### src/rtl/u2a_pkg.sv
// Shared types, constants and helpers for the unsigned-to-ASCII formatter.
// No dependencies; used by u2a_dabble and unsigned_to_ascii_formatter.
`timescale 1ns / 1ps

package u2a_pkg;

	// Width of the binary number to convert
	localparam int VALUE_WIDTH = 32;

	// Decimal digits needed for VALUE_WIDTH bits (1233/4096 ~ log10(2))
	localparam int MAX_DIGITS = (VALUE_WIDTH * 1233) / 4096 + 1;
	localparam int DIG_W      = MAX_DIGITS * 4;
	localparam int IDX_W      = $clog2(MAX_DIGITS);
	localparam int STEP_W     = $clog2(VALUE_WIDTH + 1);

	// Fixed-point overflow bound (tenths)
	localparam int unsigned FIX_LIMIT = 9999;
	localparam int FIX_W = 14;
	localparam int EXT_W = VALUE_WIDTH + FIX_W;

	// Overflow text "*.***": length and position of the dot, counted down
	localparam int OVF_LEN     = 5;
	localparam int OVF_DOT_POS = 3;

	// Format selector codes
	localparam logic [1:0] FUNC_DEC = 2'd0;
	localparam logic [1:0] FUNC_HEX = 2'd1;
	localparam logic [1:0] FUNC_FIX = 2'd2;

	// ASCII codes
	localparam logic [7:0] CHAR_ZERO = 8'h30;
	localparam logic [7:0] CHAR_A    = 8'h41;
	localparam logic [7:0] CHAR_DOT  = 8'h2E;
	localparam logic [7:0] CHAR_STAR = 8'h2A;

	typedef logic [MAX_DIGITS-1:0][3:0] digits_t;

	typedef enum logic [2:0] {
		ST_IDLE,
		ST_CONV,
		ST_SCAN,
		ST_EMIT,
		ST_OVF
	} state_t;

	// Control from the sequencer to the shift-add-3 unit
	typedef struct packed {
		logic load_bin;   // start a binary-to-BCD conversion
		logic load_hex;   // load the value straight in as nibbles
		logic shift;      // one correct-and-shift step
	} dab_ctl_t;

	// One digit (0..15) to its ASCII character, upper-case hex
	function automatic logic [7:0] ascii_digit(input logic [3:0] d);
		logic [7:0] d8;
		d8 = {4'b0000, d};
		if (d < 4'd10)
			return CHAR_ZERO + d8;
		else
			return CHAR_A + d8 - 8'd10;
	endfunction

	// True when a fixed-point value exceeds the printable range
	function automatic logic fix_over(input logic [VALUE_WIDTH-1:0] v);
		logic [EXT_W-1:0] ext;
		ext = {{FIX_W{1'b0}}, v};
		return ext > EXT_W'(FIX_LIMIT);
	endfunction

endpackage

### src/rtl/u2a_dabble.sv
// Shared shift-add-3 unit: binary to BCD, one input bit per step.
// Also holds hex nibbles loaded directly. Depends on u2a_pkg.
`timescale 1ns / 1ps

module u2a_dabble (
	input  logic                                clk,
	input  u2a_pkg::dab_ctl_t                   ctl,
	input  logic [u2a_pkg::VALUE_WIDTH-1:0]     value,
	output u2a_pkg::digits_t                    digits
);

	localparam int VW     = u2a_pkg::VALUE_WIDTH;
	localparam int NDIG   = u2a_pkg::MAX_DIGITS;
	localparam int DW     = u2a_pkg::DIG_W;

	logic [VW-1:0]      bin_q;
	u2a_pkg::digits_t   bcd_q;
	u2a_pkg::digits_t   adj;
	logic [DW-1:0]      adj_flat;

	// Add 3 to every digit of 5 or more before the shift
	always_comb begin
		for (int i = 0; i < NDIG; i++) begin
			if (bcd_q[i] >= 4'd5)
				adj[i] = bcd_q[i] + 4'd3;
			else
				adj[i] = bcd_q[i];
		end
		adj_flat = adj;
	end

	// Working registers; payload only, no reset needed
	always_ff @(posedge clk) begin
		if (ctl.load_bin) begin
			bin_q <= value;
			bcd_q <= '0;
		end else if (ctl.load_hex) begin
			bcd_q <= {{(DW-VW){1'b0}}, value};
		end else if (ctl.shift) begin
			bin_q <= {bin_q[VW-2:0], 1'b0};
			bcd_q <= {adj_flat[DW-2:0], bin_q[VW-1]};
		end
	end

	assign digits = bcd_q;

endmodule

### src/rtl/unsigned_to_ascii_formatter.sv
// Top level of the unsigned-to-ASCII formatter: sequencer and output register.
// Depends on u2a_pkg and u2a_dabble.
//
// Usage:
//   Input channel (in_valid/in_ready): func selects decimal (0), upper-case
//   hex (1) or fixed point in tenths (2); value is the 32-bit number.
//   A transfer with func 3 is taken and produces no characters.
//   Output channel (out_valid/out_ready): one ASCII character per transfer,
//   most significant first, no padding; last marks the final character.
// Sequence:
//   Decimal and fixed: load, one shift-add-3 step per input bit, scan, then
//   one character per cycle unless stalled (up to 10; up to 5 in fixed mode).
//   Hex: a load step, a scan step, then up to 8 characters.
//   Fixed overflow ("*.***"): 5 characters right after the transfer.
//   The single shared BCD unit converts one bit a step.
//   in_ready is high only while idle; the next item can be taken while the
//   final character still sits in the output register.
// Reset: arst_n clears the sequencer and the output valid flag.
// Stall: a low out_ready holds the character and pauses character emission.
`timescale 1ns / 1ps

module unsigned_to_ascii_formatter (
	input  logic                            clk,
	input  logic                            arst_n,
	input  logic                            in_valid,
	output logic                            in_ready,
	input  logic [1:0]                      func,
	input  logic [u2a_pkg::VALUE_WIDTH-1:0] value,
	output logic                            out_valid,
	input  logic                            out_ready,
	output logic [7:0]                      char_code,
	output logic                            last
);

	localparam int VW     = u2a_pkg::VALUE_WIDTH;
	localparam int NDIG   = u2a_pkg::MAX_DIGITS;
	localparam int IDX_W  = u2a_pkg::IDX_W;
	localparam int STEP_W = u2a_pkg::STEP_W;

	u2a_pkg::state_t    state_q, state_d;
	logic [STEP_W-1:0]  cnt_q, cnt_d;
	logic [IDX_W-1:0]   idx_q, idx_d;
	logic               fix_q, fix_d;
	logic               dot_q, dot_d;

	logic               out_valid_q;
	logic [7:0]         char_q;
	logic               last_q;

	u2a_pkg::dab_ctl_t  ctl;
	u2a_pkg::digits_t   digits;
	logic [IDX_W-1:0]   hi;
	logic               advance;
	logic               push;
	logic [7:0]         push_char;
	logic               push_last;

	u2a_dabble u_dabble (
		.clk    (clk),
		.ctl    (ctl),
		.value  (value),
		.digits (digits)
	);

	// Output slot is free or being emptied this cycle
	assign advance  = !out_valid_q || out_ready;
	assign in_ready = (state_q == u2a_pkg::ST_IDLE);

	// Highest nonzero digit; fixed mode keeps at least one integer digit
	always_comb begin
		hi = '0;
		for (int i = 1; i < NDIG; i++) begin
			if (digits[i] != 4'd0)
				hi = IDX_W'(i);
		end
		if (fix_q && hi == '0)
			hi = IDX_W'(1);
	end

	// Sequencer: next state and character generation
	always_comb begin
		state_d   = state_q;
		cnt_d     = cnt_q;
		idx_d     = idx_q;
		fix_d     = fix_q;
		dot_d     = dot_q;
		ctl       = '0;
		push      = 1'b0;
		push_char = u2a_pkg::CHAR_ZERO;
		push_last = 1'b0;
		case (state_q)
			u2a_pkg::ST_IDLE: begin
				if (in_valid) begin
					case (func)
						u2a_pkg::FUNC_DEC: begin
							ctl.load_bin = 1'b1;
							fix_d        = 1'b0;
							cnt_d        = STEP_W'(VW - 1);
							state_d      = u2a_pkg::ST_CONV;
						end
						u2a_pkg::FUNC_HEX: begin
							ctl.load_hex = 1'b1;
							fix_d        = 1'b0;
							state_d      = u2a_pkg::ST_SCAN;
						end
						u2a_pkg::FUNC_FIX: begin
							if (u2a_pkg::fix_over(value)) begin
								cnt_d   = STEP_W'(u2a_pkg::OVF_LEN - 1);
								state_d = u2a_pkg::ST_OVF;
							end else begin
								ctl.load_bin = 1'b1;
								fix_d        = 1'b1;
								cnt_d        = STEP_W'(VW - 1);
								state_d      = u2a_pkg::ST_CONV;
							end
						end
						default: begin
							state_d = u2a_pkg::ST_IDLE;
						end
					endcase
				end
			end
			u2a_pkg::ST_CONV: begin
				ctl.shift = 1'b1;
				if (cnt_q == '0)
					state_d = u2a_pkg::ST_SCAN;
				else
					cnt_d = cnt_q - 1'b1;
			end
			u2a_pkg::ST_SCAN: begin
				idx_d   = hi;
				dot_d   = 1'b0;
				state_d = u2a_pkg::ST_EMIT;
			end
			u2a_pkg::ST_EMIT: begin
				if (advance) begin
					push = 1'b1;
					if (fix_q && idx_q == '0 && !dot_q) begin
						push_char = u2a_pkg::CHAR_DOT;
						dot_d     = 1'b1;
					end else begin
						push_char = u2a_pkg::ascii_digit(digits[idx_q]);
						if (idx_q == '0) begin
							push_last = 1'b1;
							state_d   = u2a_pkg::ST_IDLE;
						end else begin
							idx_d = idx_q - 1'b1;
						end
					end
				end
			end
			u2a_pkg::ST_OVF: begin
				if (advance) begin
					push = 1'b1;
					if (cnt_q == STEP_W'(u2a_pkg::OVF_DOT_POS))
						push_char = u2a_pkg::CHAR_DOT;
					else
						push_char = u2a_pkg::CHAR_STAR;
					if (cnt_q == '0) begin
						push_last = 1'b1;
						state_d   = u2a_pkg::ST_IDLE;
					end else begin
						cnt_d = cnt_q - 1'b1;
					end
				end
			end
			default: begin
				state_d = u2a_pkg::ST_IDLE;
			end
		endcase
	end

	// Sequencer registers
	always_ff @(posedge clk or negedge arst_n) begin
		if (!arst_n) begin
			state_q <= u2a_pkg::ST_IDLE;
			cnt_q   <= '0;
			idx_q   <= '0;
			fix_q   <= 1'b0;
			dot_q   <= 1'b0;
		end else begin
			state_q <= state_d;
			cnt_q   <= cnt_d;
			idx_q   <= idx_d;
			fix_q   <= fix_d;
			dot_q   <= dot_d;
		end
	end

	// Output register: valid flag
	always_ff @(posedge clk or negedge arst_n) begin
		if (!arst_n)
			out_valid_q <= 1'b0;
		else if (push)
			out_valid_q <= 1'b1;
		else if (out_ready)
			out_valid_q <= 1'b0;
	end

	// Output register: payload
	always_ff @(posedge clk) begin
		if (push) begin
			char_q <= push_char;
			last_q <= push_last;
		end
	end

	assign out_valid = out_valid_q;
	assign char_code = char_q;
	assign last      = last_q;

	// A decimal or hex transfer leaves the idle state
	a_busy_after_load: assert property (@(posedge clk) disable iff (!arst_n)
		in_valid && in_ready && (func == u2a_pkg::FUNC_DEC || func == u2a_pkg::FUNC_HEX)
		|=> !in_ready)
		else $error("formatter still idle after taking an item");

	// Emission index stays inside the digit store
	a_idx_range: assert property (@(posedge clk) disable iff (!arst_n)
		state_q == u2a_pkg::ST_EMIT |-> idx_q < IDX_W'(NDIG))
		else $error("digit index out of range");

	// A character with last set returns the sequencer to idle and is shown with last
	a_last_ends: assert property (@(posedge clk) disable iff (!arst_n)
		push && push_last |=> state_q == u2a_pkg::ST_IDLE && out_valid && last)
		else $error("final character did not end the conversion");

	// No character is pushed while the output slot is held
	a_no_overwrite: assert property (@(posedge clk) disable iff (!arst_n)
		out_valid_q && !out_ready |-> !push)
		else $error("output register overwritten during stall");

	// In fixed mode the digit being emitted is legal BCD
	a_bcd_legal: assert property (@(posedge clk) disable iff (!arst_n)
		state_q == u2a_pkg::ST_EMIT && fix_q |-> digits[idx_q] <= 4'd9)
		else $error("illegal BCD digit in fixed mode");

endmodule

### config.mk
export PLATFORM = sky130hd
export DESIGN_NAME = unsigned_to_ascii_formatter
export DESIGN_NICKNAME = d
export VERILOG_FILES = /design/src/rtl/u2a_pkg.sv /design/src/rtl/u2a_dabble.sv /design/src/rtl/unsigned_to_ascii_formatter.sv
export SDC_FILE = /design/constraint.sdc
export NUM_CORES = 1
export LEC_CHECK = 0
export BUFFER_PORTS_ARGS = -buffer_cell sky130_fd_sc_hd__buf_2
export CAP_MARGIN = 20
export CORE_MARGIN = 2
export CORE_UTILIZATION = 51
export DETAILED_ROUTE_END_ITERATION = 8
export PLACE_DENSITY = 0.77
export SETUP_SLACK_MARGIN = 0.5
export SYNTH_ARGS = -nofsm -noshare
export SYNTH_HDL_FRONTEND = slang
export SYNTH_SLANG_ARGS = --single-unit
### constraint.sdc
create_clock -name clk -period 8.2 [get_ports clk]
set_clock_uncertainty 0.15 [all_clocks]
set_input_delay 0 -clock clk [delete_from_list [all_inputs] [get_ports clk]]
set_output_delay 0 -clock clk [all_outputs]
set_load 0.005 [all_outputs]
Word level (Yosys, flattened, before mapping) --
Cells that the tools add are included.
Word-level totals: input port bits 38, output and inout port bits 11, word-level logic and storage cells 175, flip-flop bits (word level) 97
Cells by class: equality and inequality tests 19, mux-type cells 74, add/sub/neg operators 15, reduce and logical (&&, ||, !) cells 35, order comparisons 13
Operator list (number):
- two-way mux 32 bit | 5
- two-way mux 4 bit | 20
- >= comparator 4 x 3 -> 1 bit, second input constant | 10
- adder 4 x 2 -> 4 bit, second input constant | 9
- nonzero test 4 bit | 9
- > comparator 32 x 14 -> 1 bit, second input constant | 1
- two-way mux 3 bit | 10
- two-way mux 8 bit | 3
- != test 2 bit, second input constant | 10
- two-way mux 6 bit | 3
- case mux 6 bit (3 select lines) | 1
- binary-select mux 4 bit (select 4 bit) | 1
- two-way mux 1 bit | 16
- case mux 8 bit (2 select lines) | 1
- case mux 3 bit (5 select lines) | 1
- case mux 6 bit (2 select lines) | 1
- AND reduction 4 bit | 3
- two-way mux 5 bit | 2
- nonzero test 2 bit | 5
- case mux 3 bit (3 select lines) | 1
- adder 7 x 4 -> 8 bit, first input constant | 1
- logical NOT 4 bit | 2
- two-way mux 2 bit | 4
- case mux 1 bit (2 select lines) | 4
- other kinds (27) | 33

Longest topological paths before layout --
depth in word-level cells 14, depth in mapped cells 10, gate-level depth less buffers 8

Cells and area by module --
From an unflattened synthesis, not the netlist that was laid out.
Unflattened totals: cells, all modules 643, area, all modules 6288.5 µm²
By module, submodules not included:
- u2a_dabble | area an instance 4222.8 µm², cells each 419, times used 1, seq. area each 1761.7 µm²
- unsigned_to_ascii_formatter | area an instance 2065.7 µm², cells each 224, times used 1, seq. area each 640.6 µm²

Worst setup path after synthesis --
Ideal clock, no wire load.
path type register to register, start register state_q[0], end register u_dabble.bin_q[0] (enable), path buffers 2, period minus slack after synthesis 2.716 ns, path slack 5.484 ns, setup time 0.394 ns, data required time 7.656 ns, arrival 2.172 ns, cell stages (with the launch flop) 7, path through dfrtp_1 > buf_2 > nor2_2 > nand2_1 > a211oi_4 > buf_6 > nand2b_1
On the way: word-level cells in the longest chain between the ends 4, elaborated cells on any way between the ends 7, classes of those cells eq/ne (2); mux (2); reduce/logical (3)
RTL lines:
- start, declared | RTL line unsigned_to_ascii_formatter.sv:40 | u2a_pkg::state_t state_q, state_d;
- start signal, assigned | RTL line unsigned_to_ascii_formatter.sv:176 | state_q <= u2a_pkg::ST_IDLE;
- start signal, assigned | RTL line unsigned_to_ascii_formatter.sv:182 | state_q <= state_d;
- logical NOT 3 bit / == test 3 x 1 -> 1 bit (equally long branches) | RTL line unsigned_to_ascii_formatter.sv:91 | case (state_q)
- two-way mux 2 bit / two-way mux 1 bit (equally long branches) | RTL line unsigned_to_ascii_formatter.sv:91
- != test 2 x 1 -> 1 bit (no source line) / nonzero test 2 bit (equally long branches)
- AND reduction 2 bit (no source line) (*)
- end signal, assigned | RTL line u2a_dabble.sv:35 | bin_q <= value;
- end signal, assigned | RTL line u2a_dabble.sv:40 | bin_q <= {bin_q[VW-2:0], 1'b0};
- end, declared | RTL line u2a_dabble.sv:16 | logic [VW-1:0] bin_q;
Every way passes the cells marked *; elsewhere a longest branch is shown, timed or not. A chain may end at the register's enable or synchronous reset.

Worst setup path after layout --
start input port value[27] (netlist bit), end register u_dabble.bin_q[14] (enable)
On the way: word-level cells in the longest chain between the ends 7, elaborated cells on any way between the ends 8, classes of those cells order compare (1); eq/ne (1); mux (4); reduce/logical (2)
RTL lines:
- start, declared | RTL line unsigned_to_ascii_formatter.sv:28 | input logic [u2a_pkg::VALUE_WIDTH-1:0] value,
- > comparator 32 x 14 -> 1 bit (*) | RTL line u2a_pkg.sv:67 | return ext > EXT_W'(FIX_LIMIT);
- two-way mux 1 bit (*) | RTL line unsigned_to_ascii_formatter.sv:107 | if (u2a_pkg::fix_over(value)) begin
- case mux 1 bit (2 select lines) (*) | RTL line unsigned_to_ascii_formatter.sv:94 | case (func)
- two-way mux 2 bit (*) | RTL line unsigned_to_ascii_formatter.sv:93 | if (in_valid) begin
- two-way mux 2 bit (*) | RTL line unsigned_to_ascii_formatter.sv:91
- != test 2 x 1 -> 1 bit (no source line) / nonzero test 2 bit (equally long branches)
- AND reduction 2 bit (no source line) (*)
Marked as above.

==> impl_metrics.env <==
export IMPL_status="complete, no violations"
export IMPL_clk_path_buf_depth=2
export IMPL_cts_buffers=9
export IMPL_syn_to_final_growth_pct=17.0
export IMPL_cts_htree_levels=3
export IMPL_grt_pass1_vias=4824
export IMPL_postRouteAntennaNets=0
export IMPL_p_per_area_nw_per_um2=376
export IMPL_yosys_area_top_type="edfxtp_1"
export IMPL_fin_crit_ns=3.40
export IMPL_grt_start_max_net_pins=68
export IMPL_yosys_warnings=0
export IMPL_grt_pass1_wl_mm=23.6
export IMPL_avgSynthCellArea_um2=9.63
export IMPL_antenna_found_initial=0
export IMPL_portBuffers=47
export IMPL_final_common_cell="nor2_1"
export IMPL_cts_tree="yes"
export IMPL_ys_ff_latch=96
export IMPL_die_y_um=110
export IMPL_async_reset_ff_share_pct=16.7
export IMPL_io_pin_count=49
export IMPL_fin_crit_sh_pct=41.5
export IMPL_setup_viol=0
export IMPL_clk_pin_slew_worst_paths_ns=0.06
export IMPL_antenna_cells=0
export IMPL_cts_sinks=96
export IMPL_crit_top_cell="buf_4"
export IMPL_start_util_pct=52.8
export IMPL_p_leak_uw=0.00258
export IMPL_synthCells=600
export IMPL_max_stage_delay_ns=0.61
export IMPL_drc=0
export IMPL_avgRoutedWirePerCell_um=17.1
export IMPL_critPathTopFamily="buffers and inverters"
export IMPL_final_setup_tns_ns=0
export IMPL_max_freq_mhz=294
export IMPL_hp_class="in2reg"
export IMPL_die_w_um=110
export IMPL_rows=38
export IMPL_critPathLaunchType="input port"
export IMPL_finish_utilization_pct=61.8
export IMPL_die_area_um2=12200
export IMPL_clk_latency_ns=0.34
export IMPL_syn_area_um2=5780
export IMPL_maxSlewHeadroom_pct=37.2
export IMPL_drv_cap=0
export IMPL_fin_nets=736
export IMPL_cts_setup_buffers=0
export IMPL_finalMaxSlewViolations=0
export IMPL_cts_root_buf="clkbuf_16"
export IMPL_synth_area_leaders="edfxtp_1 (21%), dfxtp_1 (14%), dfrtp_1 (6.9%)"
export IMPL_ir_worst_vdd_mv=0.188
export IMPL_cp_cell_sequence="dlygate4sd3_1, buf_2, nor4_1, nand4_1, a211o_1, a211oi_4, buf_4, nand2b_1, buf_4"
export IMPL_worst_path_buf_inv=4
export IMPL_critPathKind="in2reg"
export IMPL_track_usage_pct=23.3
export IMPL_synth_top_area_share_pct=20.8
export IMPL_synthesis_nets=666
export IMPL_vias=4947
export IMPL_critical_path_required_ns=8.05
export IMPL_critical_path_endpoint_type="flop"
export IMPL_grt_setup_unrepaired="false"
export IMPL_grt_overflow=0
export IMPL_yosys_cell_types_count=63
export IMPL_crit_slowest_cell="buf_4"
export IMPL_dp_hpwl_mm=9.29
export IMPL_final_cell_mix="nor2_1 (66), buf_2 (47), a21oi_1 (44)"
export IMPL_vias_per_cell=6.07
export IMPL_cp_max_fo=67
export IMPL_dr_pass1_iters=6
export IMPL_synth_edff_count=40
export IMPL_synth_flop_cell="edfxtp_1"
export IMPL_core_area_um2=10900
export IMPL_drtIter0Drc=329
export IMPL_drive_above_1_share_pct=16.6
export IMPL_gp_congestion=0.901
export IMPL_yosysSeqAreaShare_pct=41.6
export IMPL_wl_mm=13.9
export IMPL_hold_violations=0
export IMPL_crit_arrival_ns=3.25
export IMPL_nFillCells=884
export IMPL_tightest_slew_ns=0.942
==> flip-flops by register name (all words and copies together), names as in the netlist <==
name	cells
u_dabble.digits	40
last	1
dot_q	1
char_code	7
cnt_q	6
idx_q	4
state_q	3
fix_q	1
u_dabble.bin_q	32
out_valid	1
==> area by class of cell <==
cell class | instances | area (µm²) | area share, %
multi-input cells | 439 | 3090 | 45.6
flip-flops and latches | 96 | 2400 | 35.5
repair buffers | 90 | 658 | 9.73
clock buffers | 10 | 229 | 3.39
well taps | 140 | 175 | 2.59
inverters | 34 | 128 | 1.89
clock inverters | 6 | 83.8 | 1.24
==> routing by layer <==
metal | up-vias | GRT usage, % | routed length, µm
met3 | 27 | 4.56 | 787
met4 | 0 | 8.58 | 277
li1 | 2376 | - | -
met1 | 2360 | 31.0 | 6150
met5 | - | 0 | 0
met2 | 184 | 38.0 | 6740
==> repair_timing <==
| item | in CTS | in global routing |
|---|---|---|
| endpoints found under the hold margin | 85 | 0 |
| gates resized for setup | 0 | 0 |
| hold buffers | 37 | 0 |
==> path summary, 6_finish.rpt <==
path	startpoint	endpoint	slack [ns]	cells past startpoint
min in group asynchronous	arst_n	state_q[2]	0.65	3
min	in_valid	cnt_q[1]	0.14	5
min reg2reg	cnt_q[5]	cnt_q[5]	0.34	1
max	value[27]	u_dabble.bin_q[14]	4.80	9
max in group asynchronous	arst_n	state_q[1]	6.77	3
max reg2reg	state_q[0]	u_dabble.bin_q[14]	5.15	6
==> tightest hold or removal path: stages <==
cell and delay [ns]:
buf_2 0.08, nor2b_1 0.19, o21ai_1 0.12, nand2_1 0.13, o21ai_1 0.07
==> power breakdown <==
group	switching, µW	total, µW	internal (µW)
clock	179	445	266
combinational	636	1150	516
sequential	228	942	714
==> cell usage after synthesis, drive strengths merged (9+ instances only) <==
cell    count
nor2       68
a21oi      44
dfxtp      40
edfxtp     40
o21ai      36
inv        34
nand2      33
mux2       31
ha         28
a221oi     19
nor3       19
clkbuf     17
dfrtp      16
buf        14
mux2i      14
a211oi     11
nand3      11
xnor2      11
nor3b      10
a32oi       9
==> stage by stage <==
stage	instance area, µm²	cells	hold WS [ns]	setup slack (ns)	power (µW)
global placement	6060	761	-0.205	5.13	2000
global route	6760	815	0.179	4.65	2740
detailed placement	6080	762	-0.211	5.10	2070
finish	6760	815	0.140	4.80	2540
floorplan	5780	600	-0.446	5.48	1790
CTS	6760	815	0.119	4.91	2530
==> kinds of logic (layout without fill, tap and decap cells) <==
logic type,after synthesis,in the layout,share of synthesized area (%)
adders and majority gates,28,28,6.06
muxes,50,50,10.4
other,1,1,0.0649
DFF,96,96,41.6
buffers and inverters,65,140,5.28
xor gates and xnor gates,11,11,1.67
and+or+nand+nor,179,179,14.9
AOI/OAI and AO/OA,170,170,20.1
No activity file was read; power rests on OpenSTA's default activity.
